===== src/hdl/snfcs_pkg.sv =====
// Package for the SPI NOR flash command sequencer.
// Beat types, request and result codes, flash command bytes and result builders.
// No dependencies.
package snfcs_pkg;

  localparam int PAGE_SIZE_DEF = 256;

  typedef enum logic [3:0] {
    OP_DEVID      = 4'd0,
    OP_JEDEC      = 4'd1,
    OP_RD_STATUS  = 4'd2,
    OP_WR_STATUS  = 4'd3,
    OP_ERASE      = 4'd4,
    OP_PROG_START = 4'd5,
    OP_PROG_BYTE  = 4'd6,
    OP_READ       = 4'd7,
    OP_RX         = 4'd8
  } op_e;

  localparam logic [2:0] ACT_ERASE = 3'(OP_ERASE);

  typedef enum logic [1:0] {
    KIND_TX    = 2'd0,
    KIND_REPLY = 2'd1,
    KIND_DONE  = 2'd2
  } kind_e;

  localparam logic [7:0] CMD_WREN  = 8'h06;
  localparam logic [7:0] CMD_RDSR0 = 8'h05;
  localparam logic [7:0] CMD_RDSR1 = 8'h35;
  localparam logic [7:0] CMD_WRSR  = 8'h01;
  localparam logic [7:0] CMD_READ  = 8'h03;
  localparam logic [7:0] CMD_PP    = 8'h02;
  localparam logic [7:0] CMD_SE    = 8'h20;
  localparam logic [7:0] CMD_DEVID = 8'hAB;
  localparam logic [7:0] CMD_JEDEC = 8'h9F;
  localparam logic [7:0] DUMMY     = 8'h00;

  typedef struct packed {
    logic [3:0]  opcode;
    logic [23:0] flash_address;
    logic [15:0] byte_count;
    logic        status_select;
    logic [15:0] status_word;
    logic [7:0]  data_byte;
    logic [7:0]  rx_byte;
  } in_t;

  typedef struct packed {
    kind_e       kind;
    logic [7:0]  tx_byte;
    logic        release_select;
    logic [23:0] reply_value;
    logic        last;
  } out_t;

  // Results of one item handed to the output queue.
  typedef struct packed {
    logic [1:0] cnt;
    out_t       r0;
    out_t       r1;
  } push_t;

  function automatic out_t mk_res(kind_e k, logic [7:0] b, logic rel, logic [23:0] v);
    out_t r;
    r.kind           = k;
    r.tx_byte        = b;
    r.release_select = rel;
    r.reply_value    = v;
    r.last           = 1'b0;
    return r;
  endfunction

  function automatic out_t tx_res(logic [7:0] b, logic rel);
    return mk_res(KIND_TX, b, rel, 24'd0);
  endfunction

  function automatic out_t reply_res(logic [23:0] v);
    return mk_res(KIND_REPLY, DUMMY, 1'b0, v);
  endfunction

  function automatic out_t done_res();
    return mk_res(KIND_DONE, DUMMY, 1'b0, 24'd0);
  endfunction

endpackage


===== src/hdl/snfcs_core.sv =====
// Sequencer state and per-beat step logic: one input beat in, up to two results out.
// Depends on snfcs_pkg. PAGE_SIZE is a power of two.
module snfcs_core #(
  parameter int PAGE_SIZE = snfcs_pkg::PAGE_SIZE_DEF
) (
  input  logic             clk_i,
  input  logic             rst_ni,
  input  logic             proc_i,
  input  snfcs_pkg::in_t   item_i,
  output snfcs_pkg::push_t push_o
);
  import snfcs_pkg::*;

  localparam int PBL_W = $clog2(PAGE_SIZE + 1);
  localparam int OFF_W = $clog2(PAGE_SIZE);

  typedef enum logic [35:0] {
    ST_IDLE     = 36'h1 << 0,
    ST_DEV0     = 36'h1 << 1,
    ST_DEV1     = 36'h1 << 2,
    ST_DEV2     = 36'h1 << 3,
    ST_DEV3     = 36'h1 << 4,
    ST_DEV4     = 36'h1 << 5,
    ST_JED0     = 36'h1 << 6,
    ST_JED1     = 36'h1 << 7,
    ST_JED2     = 36'h1 << 8,
    ST_JED3     = 36'h1 << 9,
    ST_RS0      = 36'h1 << 10,
    ST_RS1      = 36'h1 << 11,
    ST_WS_WREN  = 36'h1 << 12,
    ST_WS_CMD   = 36'h1 << 13,
    ST_WS_LO    = 36'h1 << 14,
    ST_WS_HI    = 36'h1 << 15,
    ST_ER_WREN  = 36'h1 << 16,
    ST_ER_CMD   = 36'h1 << 17,
    ST_ER_A2    = 36'h1 << 18,
    ST_ER_A1    = 36'h1 << 19,
    ST_ER_A0    = 36'h1 << 20,
    ST_PG_WREN  = 36'h1 << 21,
    ST_PG_CMD   = 36'h1 << 22,
    ST_PG_A2    = 36'h1 << 23,
    ST_PG_A1    = 36'h1 << 24,
    ST_PG_A0    = 36'h1 << 25,
    ST_PG_WAIT  = 36'h1 << 26,
    ST_PG_DATA  = 36'h1 << 27,
    ST_RD_CMD   = 36'h1 << 28,
    ST_RD_A2    = 36'h1 << 29,
    ST_RD_A1    = 36'h1 << 30,
    ST_RD_A0    = 36'h1 << 31,
    ST_RD_DATA  = 36'h1 << 32,
    ST_POLL_CMD = 36'h1 << 33,
    ST_POLL_RD  = 36'h1 << 34,
    ST_POLL_END = 36'h1 << 35
  } step_e;

  step_e             step_q, step_d;
  logic [2:0]        act_q, act_d;
  logic [23:0]       addr_q, addr_d;
  logic [15:0]       brem_q, brem_d;
  logic [PBL_W-1:0]  pbl_q, pbl_d;
  logic [23:0]       id_q, id_d;
  logic [15:0]       pstat_q, pstat_d;

  // Bytes up to the next page boundary, capped by the remaining count.
  function automatic logic [PBL_W-1:0] chunk_f(logic [23:0] a, logic [15:0] c);
    logic [PBL_W-1:0] room;
    room = PBL_W'(PAGE_SIZE) - PBL_W'(a[OFF_W-1:0]);
    if ({1'b0, c} < 17'(room)) begin
      return PBL_W'(c);
    end
    return room;
  endfunction

  always_comb begin
    out_t        r0, r1;
    logic [1:0]  n;
    logic [15:0] brem_n;
    logic [7:0]  rx;

    step_d  = step_q;
    act_d   = act_q;
    addr_d  = addr_q;
    brem_d  = brem_q;
    pbl_d   = pbl_q;
    id_d    = id_q;
    pstat_d = pstat_q;
    r0      = done_res();
    r1      = done_res();
    n       = 2'd0;
    rx      = item_i.rx_byte;
    brem_n  = brem_q - 16'd1;

    if (proc_i) begin
      if (item_i.opcode == OP_RX) begin
        unique case (step_q)
          ST_DEV0:    begin step_d = ST_DEV1; r0 = tx_res(DUMMY, 1'b0); n = 2'd1; end
          ST_DEV1:    begin step_d = ST_DEV2; r0 = tx_res(DUMMY, 1'b0); n = 2'd1; end
          ST_DEV2:    begin step_d = ST_DEV3; r0 = tx_res(DUMMY, 1'b0); n = 2'd1; end
          ST_DEV3:    begin step_d = ST_DEV4; r0 = tx_res(DUMMY, 1'b1); n = 2'd1; end
          ST_DEV4, ST_RS1: begin
            step_d = ST_IDLE;
            r0 = reply_res({16'd0, rx});
            n = 2'd2;
          end
          ST_JED0:    begin step_d = ST_JED1; r0 = tx_res(DUMMY, 1'b0); n = 2'd1; end
          ST_JED1: begin
            id_d = {rx, 16'd0};
            step_d = ST_JED2;
            r0 = tx_res(DUMMY, 1'b0);
            n = 2'd1;
          end
          ST_JED2: begin
            id_d = id_q | {8'd0, rx, 8'd0};
            step_d = ST_JED3;
            r0 = tx_res(DUMMY, 1'b1);
            n = 2'd1;
          end
          ST_JED3: begin
            id_d = id_q | {16'd0, rx};
            step_d = ST_IDLE;
            r0 = reply_res(id_q | {16'd0, rx});
            n = 2'd2;
          end
          ST_RS0:     begin step_d = ST_RS1; r0 = tx_res(DUMMY, 1'b1); n = 2'd1; end
          ST_WS_WREN: begin step_d = ST_WS_CMD; r0 = tx_res(CMD_WRSR, 1'b0); n = 2'd1; end
          ST_WS_CMD: begin
            step_d = ST_WS_LO;
            r0 = tx_res(pstat_q[7:0], 1'b0);
            n = 2'd1;
          end
          ST_WS_LO: begin
            step_d = ST_WS_HI;
            r0 = tx_res(pstat_q[15:8], 1'b1);
            n = 2'd1;
          end
          ST_WS_HI:   begin step_d = ST_IDLE; n = 2'd1; end
          ST_ER_WREN: begin step_d = ST_POLL_CMD; r0 = tx_res(CMD_RDSR0, 1'b0); n = 2'd1; end
          ST_ER_CMD:  begin step_d = ST_ER_A2; r0 = tx_res(addr_q[23:16], 1'b0); n = 2'd1; end
          ST_ER_A2:   begin step_d = ST_ER_A1; r0 = tx_res(addr_q[15:8], 1'b0); n = 2'd1; end
          ST_ER_A1:   begin step_d = ST_ER_A0; r0 = tx_res(addr_q[7:0], 1'b1); n = 2'd1; end
          ST_ER_A0: begin
            brem_d = 16'd0;
            step_d = ST_POLL_CMD;
            r0 = tx_res(CMD_RDSR0, 1'b0);
            n = 2'd1;
          end
          ST_PG_WREN: begin step_d = ST_PG_CMD; r0 = tx_res(CMD_PP, 1'b0); n = 2'd1; end
          ST_PG_CMD:  begin step_d = ST_PG_A2; r0 = tx_res(addr_q[23:16], 1'b0); n = 2'd1; end
          ST_PG_A2:   begin step_d = ST_PG_A1; r0 = tx_res(addr_q[15:8], 1'b0); n = 2'd1; end
          ST_PG_A1: begin
            step_d = ST_PG_A0;
            r0 = tx_res(addr_q[7:0], pbl_q == '0);
            n = 2'd1;
          end
          ST_PG_A0, ST_PG_DATA: begin
            if (pbl_q != '0) begin
              step_d = ST_PG_WAIT;
            end else begin
              step_d = ST_POLL_CMD;
              r0 = tx_res(CMD_RDSR0, 1'b0);
              n = 2'd1;
            end
          end
          ST_RD_CMD:  begin step_d = ST_RD_A2; r0 = tx_res(addr_q[23:16], 1'b0); n = 2'd1; end
          ST_RD_A2:   begin step_d = ST_RD_A1; r0 = tx_res(addr_q[15:8], 1'b0); n = 2'd1; end
          ST_RD_A1: begin
            step_d = ST_RD_A0;
            r0 = tx_res(addr_q[7:0], brem_q == 16'd0);
            n = 2'd1;
          end
          ST_RD_A0: begin
            if (brem_q == 16'd0) begin
              step_d = ST_IDLE;
              n = 2'd1;
            end else begin
              step_d = ST_RD_DATA;
              r0 = tx_res(DUMMY, brem_q == 16'd1);
              n = 2'd1;
            end
          end
          ST_RD_DATA: begin
            r0 = reply_res({16'd0, rx});
            brem_d = brem_n;
            n = 2'd2;
            if (brem_n == 16'd0) begin
              step_d = ST_IDLE;
            end else begin
              r1 = tx_res(DUMMY, brem_n == 16'd1);
            end
          end
          ST_POLL_CMD: begin step_d = ST_POLL_RD; r0 = tx_res(DUMMY, 1'b0); n = 2'd1; end
          ST_POLL_RD: begin
            n = 2'd1;
            if (rx[0]) begin
              r0 = tx_res(DUMMY, 1'b0);
            end else begin
              step_d = ST_POLL_END;
              r0 = tx_res(DUMMY, 1'b1);
            end
          end
          ST_POLL_END: begin
            n = 2'd1;
            if (brem_q == 16'd0) begin
              step_d = ST_IDLE;
            end else if (act_q == ACT_ERASE) begin
              step_d = ST_ER_CMD;
              r0 = tx_res(CMD_SE, 1'b0);
            end else begin
              pbl_d = chunk_f(addr_q, brem_q);
              step_d = ST_PG_WREN;
              r0 = tx_res(CMD_WREN, 1'b1);
            end
          end
          default: ;
        endcase
      end else if (item_i.opcode == OP_PROG_BYTE) begin
        if (step_q == ST_PG_WAIT) begin
          r0 = tx_res(item_i.data_byte, pbl_q == PBL_W'(1));
          n = 2'd1;
          pbl_d = pbl_q - PBL_W'(1);
          brem_d = brem_n;
          addr_d = addr_q + 24'd1;
          step_d = ST_PG_DATA;
        end
      end else if (item_i.opcode <= OP_READ && step_q == ST_IDLE) begin
        act_d = item_i.opcode[2:0];
        n = 2'd1;
        unique case (item_i.opcode)
          OP_DEVID: begin step_d = ST_DEV0; r0 = tx_res(CMD_DEVID, 1'b0); end
          OP_JEDEC: begin
            id_d = 24'd0;
            step_d = ST_JED0;
            r0 = tx_res(CMD_JEDEC, 1'b0);
          end
          OP_RD_STATUS: begin
            step_d = ST_RS0;
            r0 = tx_res(item_i.status_select ? CMD_RDSR1 : CMD_RDSR0, 1'b0);
          end
          OP_WR_STATUS: begin
            pstat_d = item_i.status_word;
            step_d = ST_WS_WREN;
            r0 = tx_res(CMD_WREN, 1'b1);
          end
          OP_ERASE: begin
            addr_d = item_i.flash_address;
            brem_d = 16'd1;
            step_d = ST_ER_WREN;
            r0 = tx_res(CMD_WREN, 1'b1);
          end
          OP_PROG_START: begin
            addr_d = item_i.flash_address;
            brem_d = item_i.byte_count;
            pbl_d = chunk_f(item_i.flash_address, item_i.byte_count);
            step_d = ST_PG_WREN;
            r0 = tx_res(CMD_WREN, 1'b1);
          end
          OP_READ: begin
            addr_d = item_i.flash_address;
            brem_d = item_i.byte_count;
            step_d = ST_RD_CMD;
            r0 = tx_res(CMD_READ, 1'b0);
          end
          default: n = 2'd0;
        endcase
      end
    end

    if (n == 2'd1) begin
      r0.last = 1'b1;
    end
    if (n == 2'd2) begin
      r1.last = 1'b1;
    end
    push_o.cnt = n;
    push_o.r0  = r0;
    push_o.r1  = r1;
  end

  always_ff @(posedge clk_i or negedge rst_ni) begin
    if (!rst_ni) begin
      step_q  <= ST_IDLE;
      act_q   <= '0;
      addr_q  <= '0;
      brem_q  <= '0;
      pbl_q   <= '0;
      id_q    <= '0;
      pstat_q <= '0;
    end else begin
      step_q  <= step_d;
      act_q   <= act_d;
      addr_q  <= addr_d;
      brem_q  <= brem_d;
      pbl_q   <= pbl_d;
      id_q    <= id_d;
      pstat_q <= pstat_d;
    end
  end

  a_wait_has_bytes: assert property (@(posedge clk_i) disable iff (!rst_ni)
    step_q == ST_PG_WAIT |-> pbl_q != '0)
    else $error("program data awaited with empty page count");

  a_read_has_bytes: assert property (@(posedge clk_i) disable iff (!rst_ni)
    step_q == ST_RD_DATA |-> brem_q != 16'd0)
    else $error("read data phase with zero bytes remaining");

  a_pair_is_reply: assert property (@(posedge clk_i) disable iff (!rst_ni)
    push_o.cnt == 2'd2 |-> (push_o.r0.kind == KIND_REPLY && push_o.r1.last && !push_o.r0.last))
    else $error("two results without leading reply");

endmodule


===== src/hdl/snfcs_outq.sv =====
// Four-entry result queue: up to two results in a cycle, one beat out a cycle unless stalled.
// Depends on snfcs_pkg.
module snfcs_outq (
  input  logic             clk_i,
  input  logic             rst_ni,
  input  snfcs_pkg::push_t push_i,
  output logic             room2_o,
  output logic             out_valid_o,
  input  logic             out_stall_i,
  output snfcs_pkg::out_t  out_o
);
  import snfcs_pkg::*;

  localparam int DEPTH = 4;
  localparam int PTR_W = $clog2(DEPTH);
  localparam int CNT_W = $clog2(DEPTH + 1);

  out_t             mem_q [DEPTH];
  logic [PTR_W-1:0] wp_q, wp_d, rp_q, rp_d;
  logic [CNT_W-1:0] cnt_q, cnt_d;
  logic             pop;

  assign pop         = (cnt_q != '0) && !out_stall_i;
  assign out_valid_o = cnt_q != '0;
  assign out_o       = mem_q[rp_q];
  assign room2_o     = cnt_q <= CNT_W'(DEPTH - 2);

  always_comb begin
    wp_d  = wp_q + PTR_W'(push_i.cnt);
    rp_d  = rp_q + PTR_W'(pop);
    cnt_d = cnt_q + CNT_W'(push_i.cnt) - CNT_W'(pop);
  end

  always_ff @(posedge clk_i) begin
    if (push_i.cnt != 2'd0) begin
      mem_q[wp_q] <= push_i.r0;
    end
    if (push_i.cnt == 2'd2) begin
      mem_q[wp_q + PTR_W'(1)] <= push_i.r1;
    end
  end

  always_ff @(posedge clk_i or negedge rst_ni) begin
    if (!rst_ni) begin
      wp_q  <= '0;
      rp_q  <= '0;
      cnt_q <= '0;
    end else begin
      wp_q  <= wp_d;
      rp_q  <= rp_d;
      cnt_q <= cnt_d;
    end
  end

  a_no_overfill: assert property (@(posedge clk_i) disable iff (!rst_ni)
    push_i.cnt != 2'd0 |-> cnt_q <= CNT_W'(DEPTH - 2))
    else $error("result queue pushed without room");

  a_count_bound: assert property (@(posedge clk_i) disable iff (!rst_ni)
    cnt_q <= CNT_W'(DEPTH) && (wp_q - rp_q) == PTR_W'(cnt_q))
    else $error("result queue pointers and count disagree");

endmodule


===== src/hdl/spi_nor_flash_command_sequencer.sv =====
// Top level of the SPI NOR flash command sequencer (3-byte addressing).
// Depends on snfcs_pkg, snfcs_core and snfcs_outq.
//
//   channel  direction  beat    handshake
//   in       input      in_t    in_valid_i / in_stall_o
//   out      output     out_t   out_valid_o / out_stall_i
//
// One input beat is taken per clock unless in_stall_o is high; it is held in the input
// register and processed once the queue has two free entries; 0, 1 or 2 results go
// to the 4-entry queue. Results leave one per unstalled clock; the output bounds the rate.
// in_stall_o rises while the input register holds a beat and the queue has fewer
// than two free entries. Reset is asynchronous and returns the sequencer to idle.
module spi_nor_flash_command_sequencer #(
  parameter int PAGE_SIZE = snfcs_pkg::PAGE_SIZE_DEF
) (
  input  logic            clk_i,
  input  logic            rst_ni,
  input  logic            in_valid_i,
  output logic            in_stall_o,
  input  snfcs_pkg::in_t  in_i,
  output logic            out_valid_o,
  input  logic            out_stall_i,
  output snfcs_pkg::out_t out_o
);
  import snfcs_pkg::*;

  logic  in_vld_q, in_vld_d;
  in_t   in_q;
  logic  room2;
  logic  proc;
  logic  accept;
  push_t push;

  assign proc       = in_vld_q && room2;
  assign in_stall_o = in_vld_q && !room2;
  assign accept     = in_valid_i && !in_stall_o;
  assign in_vld_d   = accept || (in_vld_q && !proc);

  always_ff @(posedge clk_i) begin
    if (accept) begin
      in_q <= in_i;
    end
  end

  always_ff @(posedge clk_i or negedge rst_ni) begin
    if (!rst_ni) begin
      in_vld_q <= 1'b0;
    end else begin
      in_vld_q <= in_vld_d;
    end
  end

  snfcs_core #(
    .PAGE_SIZE(PAGE_SIZE)
  ) u_core (
    .clk_i  (clk_i),
    .rst_ni (rst_ni),
    .proc_i (proc),
    .item_i (in_q),
    .push_o (push)
  );

  snfcs_outq u_outq (
    .clk_i       (clk_i),
    .rst_ni      (rst_ni),
    .push_i      (push),
    .room2_o     (room2),
    .out_valid_o (out_valid_o),
    .out_stall_i (out_stall_i),
    .out_o       (out_o)
  );

endmodule


===== config.mk =====
export PLATFORM = sky130hd
export DESIGN_NAME = spi_nor_flash_command_sequencer
export DESIGN_NICKNAME = d
export VERILOG_FILES = /design/src/hdl/snfcs_pkg.sv /design/src/hdl/snfcs_core.sv /design/src/hdl/snfcs_outq.sv /design/src/hdl/spi_nor_flash_command_sequencer.sv
export SDC_FILE = /design/constraint.sdc
export NUM_CORES = 1
export LEC_CHECK = 0
export CORE_UTILIZATION = 45
export DETAILED_ROUTE_END_ITERATION = 16
export DONT_BUFFER_PORTS = 1
export SLEW_MARGIN = 20
export SYNTH_ARGS = -nofsm -noshare
export SYNTH_HDL_FRONTEND = slang
export SYNTH_SLANG_ARGS = --single-unit

===== constraint.sdc =====
create_clock -name clk_i -period 6.9 [get_ports clk_i]
set_input_delay 0.69 -clock clk_i [delete_from_list [all_inputs] [get_ports clk_i]]
set_output_delay 0.69 -clock clk_i [all_outputs]
set_load 0.01 [all_outputs]

## Word-level counts from Yosys, hierarchy flattened

Memories as Yosys holds them, arrays and structs flattened.
Index checks and enable logic that the tools add are counted.
Widths: inputs -> output; s select.

- Flip-flop bits (word level): 213
- Bits in writable memories: 144
- Bits of input ports: 81
- Output and inout bits: 38
- Word-level logic and storage cells: 227
- Memories: 1

Memory list:

| memory | depth | width | read ports | clocked after Yosys merged registers in | write ports | line | source |
|---|---|---|---|---|---|---|---|
| u_outq.mem_q | 4 | 36 | 1 | 0 | 2 | snfcs_outq.sv:18 | `out_t mem_q [DEPTH];` |

- Add/sub/neg operators: 10
- Magnitude comparators: 4
- Equality and inequality tests: 61
- Multiplexer cells: 82
- Bitwise gates (word level): 4
- Reductions and logical operators: 47

Operator list:

| operator | count |
|---|---|
| $pmux 36 s29 | 1 |
| $mux 36 | 19 |
| $pmux 36 s18 | 1 |
| $pmux 36 s7 | 1 |
| $mux 24 | 8 |
| $pmux 36 s5 | 1 |
| $mux 9 | 12 |
| $pmux 24 s3 | 1 |
| $mux 16 | 4 |
| $pmux 16 s2 | 2 |
| $eq 36x1->1 const B | 1 |
| $eq 36x10->1 const B | 1 |
| $eq 36x11->1 const B | 1 |
| $eq 36x12->1 const B | 1 |
| $eq 36x13->1 const B | 1 |
| $eq 36x14->1 const B | 1 |
| $eq 36x15->1 const B | 1 |
| $eq 36x16->1 const B | 1 |
| $eq 36x17->1 const B | 1 |
| $eq 36x18->1 const B | 1 |
| $eq 36x19->1 const B | 1 |
| $eq 36x2->1 const B | 1 |
| $eq 36x20->1 const B | 1 |
| $eq 36x21->1 const B | 1 |
| 80 further kinds | 144 |

## Logic depth before layout (Yosys ltp)

- Depth in word-level cells: 13
- Mapped depth: 15
- Depth with buffers taken out: 14

## By module

A second synthesis with hierarchy kept.

- Cell total of the unflattened synthesis: 1605
- Area total of the unflattened synthesis: 19547.5 sq um

By module, submodules not included:

| module | times used | cells each | area an instance (sq um) | sequential area each (sq um) |
|---|---|---|---|---|
| snfcs_core | 1 | 1133 | 9706.8 | 3204.3 |
| snfcs_outq | 1 | 389 | 7464.7 | 4499.3 |
| spi_nor_flash_command_sequencer | 1 | 83 | 2376.0 | 2337.2 |

## Least setup slack after synthesis

OpenSTA, ideal clock, no wires.

- Path type: flip-flop to flip-flop
- Start point: reg u_core.step_q[20]
- End point: reg u_outq.cnt_q[2]
- Library setup time: 123 ps
- Arrival: 3480 ps
- Required time: 6777 ps
- Slack: 3298 ps
- Cell stages (with the launch flop): 16
- Path buffers: 2
- Clock period less this slack: 3602 ps
- Cell sequence: dfrtp_1 > buf_2 > or4_1 > buf_2 > nor4_2 > nand3_1 > a21oi_4 > nand4b_2 > nor4_1 > o21ai_2 > inv_1 > ha_1 > inv_1 > ha_1 > fa_1 > xnor2_1

- Cells in the longest elaborated chain, start to end: 8
- Elaborated cells between the ends (all ways): 48
- Classes of those cells: add/sub (2); eq/ne (36); mux (6); reduce/logical (4)

Ends and longest elaborated chain:

| what | line | source |
|---|---|---|
| start, declared | snfcs_core.sv:56 | `step_e step_q, step_d;` |
| start signal, assigned | snfcs_core.sv:289 | `step_q <= step_d;` |
| parallel branches: the longest is 4 deep, another holds $eq 36x2->1 | n/a |  |
| $mux 2 * | snfcs_core.sv:94 | `if (item_i.opcode == OP_RX) begin` |
| $mux 2 * | snfcs_core.sv:93 | `if (proc_i) begin` |
| $add 3x2->3 * | snfcs_outq.sv:31 | `cnt_d = cnt_q + CNT_W'(push_i.cnt) - CNT_W'(pop);` |
| $sub 3x1->3 * | snfcs_outq.sv:31 |  |
| named net u_outq.cnt_d[2] | snfcs_outq.sv:20 | `logic [CNT_W-1:0] cnt_q, cnt_d;` |
| end signal, assigned | snfcs_outq.sv:51 | `cnt_q <= cnt_d;` |
| end, declared | snfcs_outq.sv:20 |  |

Mark *: on every way through the listed nets, which the timed path passes.
A chain may end at the register's enable or synchronous reset.

## Final worst setup path

- Start point: reg u_core.step_q[14]
- End point: reg u_outq.cnt_q[2]

Same word-level chain as after synthesis.

==> results.py <==
metrics = {
    "layout": {
        "final_cells": 2486,
        "layout_common_cells": "nand2_1, nand3_1, dfrtp_1, dfxtp_1, a21oi_1",
        "nNetsFinal": 2027,
        "final_design_area_no_fill_um2": 20900,
        "final_util_pct": 49.8,
        "syn_to_final_growth_pct": 8.99,
        "drive_above_1_share_pct": 10.2,
        "final_common_cell": "nand2_1",
        "fill_cells": 3926,
    },
    "logic_synthesis": {
        "synth_top_area_share_pct": 17.6,
        "synth-main-ff-cell": "dfrtp_1",
        "yosysUniqueCellTypes": 97,
        "synth-adder-area-share_pct": 2.06,
        "async_flop_share_pct": 38.1,
        "synthCells": 1984,
        "synth_top_family_by_area": "simple AND/OR/NAND/NOR gates",
        "synth-edff-count": 89,
        "synth_area_leaders": "dfrtp_1, edfxtp_1, dfxtp_1, nand2_1, mux4_2",
        "synth_area_um2": 19200,
        "ys_seq_elements": 357,
        "synthMuxAreaShare_pct": 11.3,
        "yosys.area.top_type": "dfrtp_1",
        "yosysWarnings": 0,
        "avgSynthCellArea_um2": 9.68,
        "synth-simple-area-share_pct": 21.6,
        "synth.net_count": 2096,
        "synth_xor_area_share_pct": 1.87,
        "synth-compound-area-share_pct": 14.0,
        "ys_seq_area_share_pct": 45.4,
    },
    "drt": {
        "dr.pass1.iters": 6,
        "drc": 0,
        "antenna_left": 0,
        "drtIter0Drc": 1273,
        "avgRoutedWirePerCell_um": 23.3,
        "postRouteWirelength_um": 57900,
        "via_per_inst": 6.29,
        "num_vias": 15600,
    },
    "global_routing": {
        "grt_max_degree": 137,
        "grt.met1_usage_pct": 35.1,
        "grtUsageTotal_pct": 26.4,
        "antenna_found_initial": 3,
        "overflow": 0,
        "grtUsageMet2_pct": 42.7,
        "grt.busiest_layer": "met2",
        "grt_pass1_vias": 14900,
        "grt_pass1_wl_um": 89100,
        "met3_usage_pct": 5.21,
    },
    "floorplanning": {
        "initial_utilization_pct": 45.7,
        "core_area_um2": 42000,
        "die_w_um": 209,
        "ios": 119,
        "rows": 75,
        "die_h_um": 209,
        "die_area_um2": 43500,
    },
    "timing": {
        "finalSetupViolCount": 0,
        "skew_ps": 19.8,
        "tightest_slew_ps": 1130,
        "rsz0062_at_grt": "no",
        "fin_ws_ps": 1750,
        "hold_violations": 0,
        "maxSlewViolCount": 0,
        "tns_ps": 0,
        "fin_crit_sh_pct": 74.7,
        "max-slew-margin-rel_pct": 24.4,
        "period_minus_slack_ps": 5150,
        "fmax_mhz": 194,
    },
    "worst_setup_path": {
        "cp-start-kind": "register",
        "critPathKind": "register to register",
        "worst_ep_arrival_time_ps": 5610,
        "worstPathMaxFanout": 21,
        "critPathCaptureType": "register",
        "critical_path_required_ps": 7350,
    },
    "run_status": {
        "status": "completed",
    },
    "pwr": {
        "powerDensity_nw_per_um2": 356,
        "power.leakage_uw": 0.00837,
        "vdd_drop_max_mv": 0.254,
    },
    "placement": {
        "placed_cells": 2410,
        "dpl_cell_area_um2": 19600,
        "dp_slack_ps": 1850,
        "gp_congestion": 0.958,
        "port_buffers": 0,
        "dp_hpwl_um": 40800,
    },
    "clocking": {
        "post_cts_buffers": 0,
        "h-tree-depth": 2,
        "cts_sinks": 357,
        "clockBufferDepth": 3,
        "hold_buffers": 1,
        "cts_tree": "done",
        "path_clk_slew_ps": 70,
        "numCtsBuffers": 40,
        "clk-insertion-delay-late_ps": 580,
        "cts-resized-gates": 0,
        "root_buffer": "clkbuf_16",
    },
    "worst_hold_path": {
        "holdCritPathClass": "primary input to async pin",
    },
    "flow_run": {
        "cap_viol_max_count": 0,
    },
}
layer usage:
metal,vias to the layer above,share of wire [%]
li1,7278,-
met1,7631,43
met2,578,47
met3,138,6.4
met4,0,3.6
met5,-,0
per-stage QoR:
| stage | total power [uW] | hold slack (ps) |
|---|---|---|
| 2_1_floorplan | 4540 | 394 |
| 3_3_place_gp | 5230 | 399 |
| 3_5_place_dp | 5260 | 398 |
| 4_1_cts | 7440 | 142 |
| 5_1_grt | 7800 | 148 |
| 6_report | 7440 | 87.2 |
where the power goes:
part | leakage [uW] | switching (uW) | internal (uW)
combinational | 0.00397 | 1720 | 914
clock | 0.000629 | 900 | 1240
sequential | 0.00377 | 264 | 2400
worst max-delay path: stages, from the launching register on:
cell and delay [ps]:
dfrtp_1 440, or4_1 760, nor4_4 690, nand2_1 710, a21oi_4 520, nand4b_2 270, nor4_1 80, o21ai_2 420
inv_1 90, ha_1 290, inv_1 40, ha_1 180, fa_1 380, xnor2_1 130
synth_stat cells (all sizes together), types with 10 or more instances:
cell,number
nor4,46
o31ai,18
o22ai,21
a211oi,10
buf,31
inv,43
nand3,141
mux4,36
nand4,44
edfxtp,89
mux2,52
nand2,238
a31oi,11
a22o,19
mux2i,78
nor4b,10
o21ai,127
dfrtp,135
dfxtp,132
nor2b,15
and3,31
a22oi,14
nor2,110
nor3,60
xnor2,25
a21o,15
clkbuf,104
xor2,16
or4,22
a21oi,118
ha,30
or3,10
sequential cells by signal, indices dropped and copies added, names as in the netlist:
| register | cells |
|---|---|
| u_outq.rp_q | 2 |
| u_core.pstat_q | 16 |
| u_outq.mem_q | 144 |
| in_q | 77 |
| in_vld_q | 1 |
| u_core.step_q | 36 |
| u_core.id_q | 24 |
| u_core.addr_q | 24 |
| u_core.pbl_q | 9 |
| u_outq.wp_q | 2 |
| u_core.act_q | 3 |
| u_core.brem_q | 16 |
| u_outq.cnt_q | 3 |
layout make-up:
| class | count | area (um2) | area share [%] |
|---|---|---|---|
| clock buffer | 54 | 1060 | 5.08 |
| inverter | 43 | 161 | 0.771 |
| multi-input combinational | 1449 | 9850 | 47.1 |
| tap | 539 | 674 | 3.22 |
| clock inverter | 17 | 225 | 1.08 |
| sequential | 357 | 8720 | 41.7 |
| timing repair buffer | 24 | 220 | 1.05 |
| antenna | 3 | 7.51 | 0.0359 |
worst paths after layout:
kind / startpoint / to / slack [ps] / depth (start not counted)
worst max-delay path: u_core.step_q[14]$_DFFE_PN0P_ / u_outq.cnt_q[2]$_DFF_PN0_ / 1750 / 13
worst min-delay path: rst_ni / u_core.brem_q[13]$_DFFE_PN0P_ / 90 / 1
worst max register to register: u_core.step_q[14]$_DFFE_PN0P_ / u_outq.cnt_q[2]$_DFF_PN0_ / 1750 / 13
worst min register to register: u_outq.mem_q[0][14]$_SDFFE_PP0P_ / u_outq.mem_q[0][14]$_SDFFE_PP0P_ / 450 / 2
max in group asynchronous: rst_ni / u_core.step_q[3]$_DFFE_PN0P_ / 6190 / 1
min in group clk_i: in_i[16] / in_q[16]$_DFFE_PP_ / 210 / 0
kinds of logic after synthesis:
group                      Yosys count
xor gates and xnor gates            41
and+or+nand+nor                    789
AOI/OAI and AO/OA                  422
muxes                              166
adders and majority gates           31
DFF                                357
buffers and inverters              178
No activity file was read; power rests on OpenSTA's default activity.
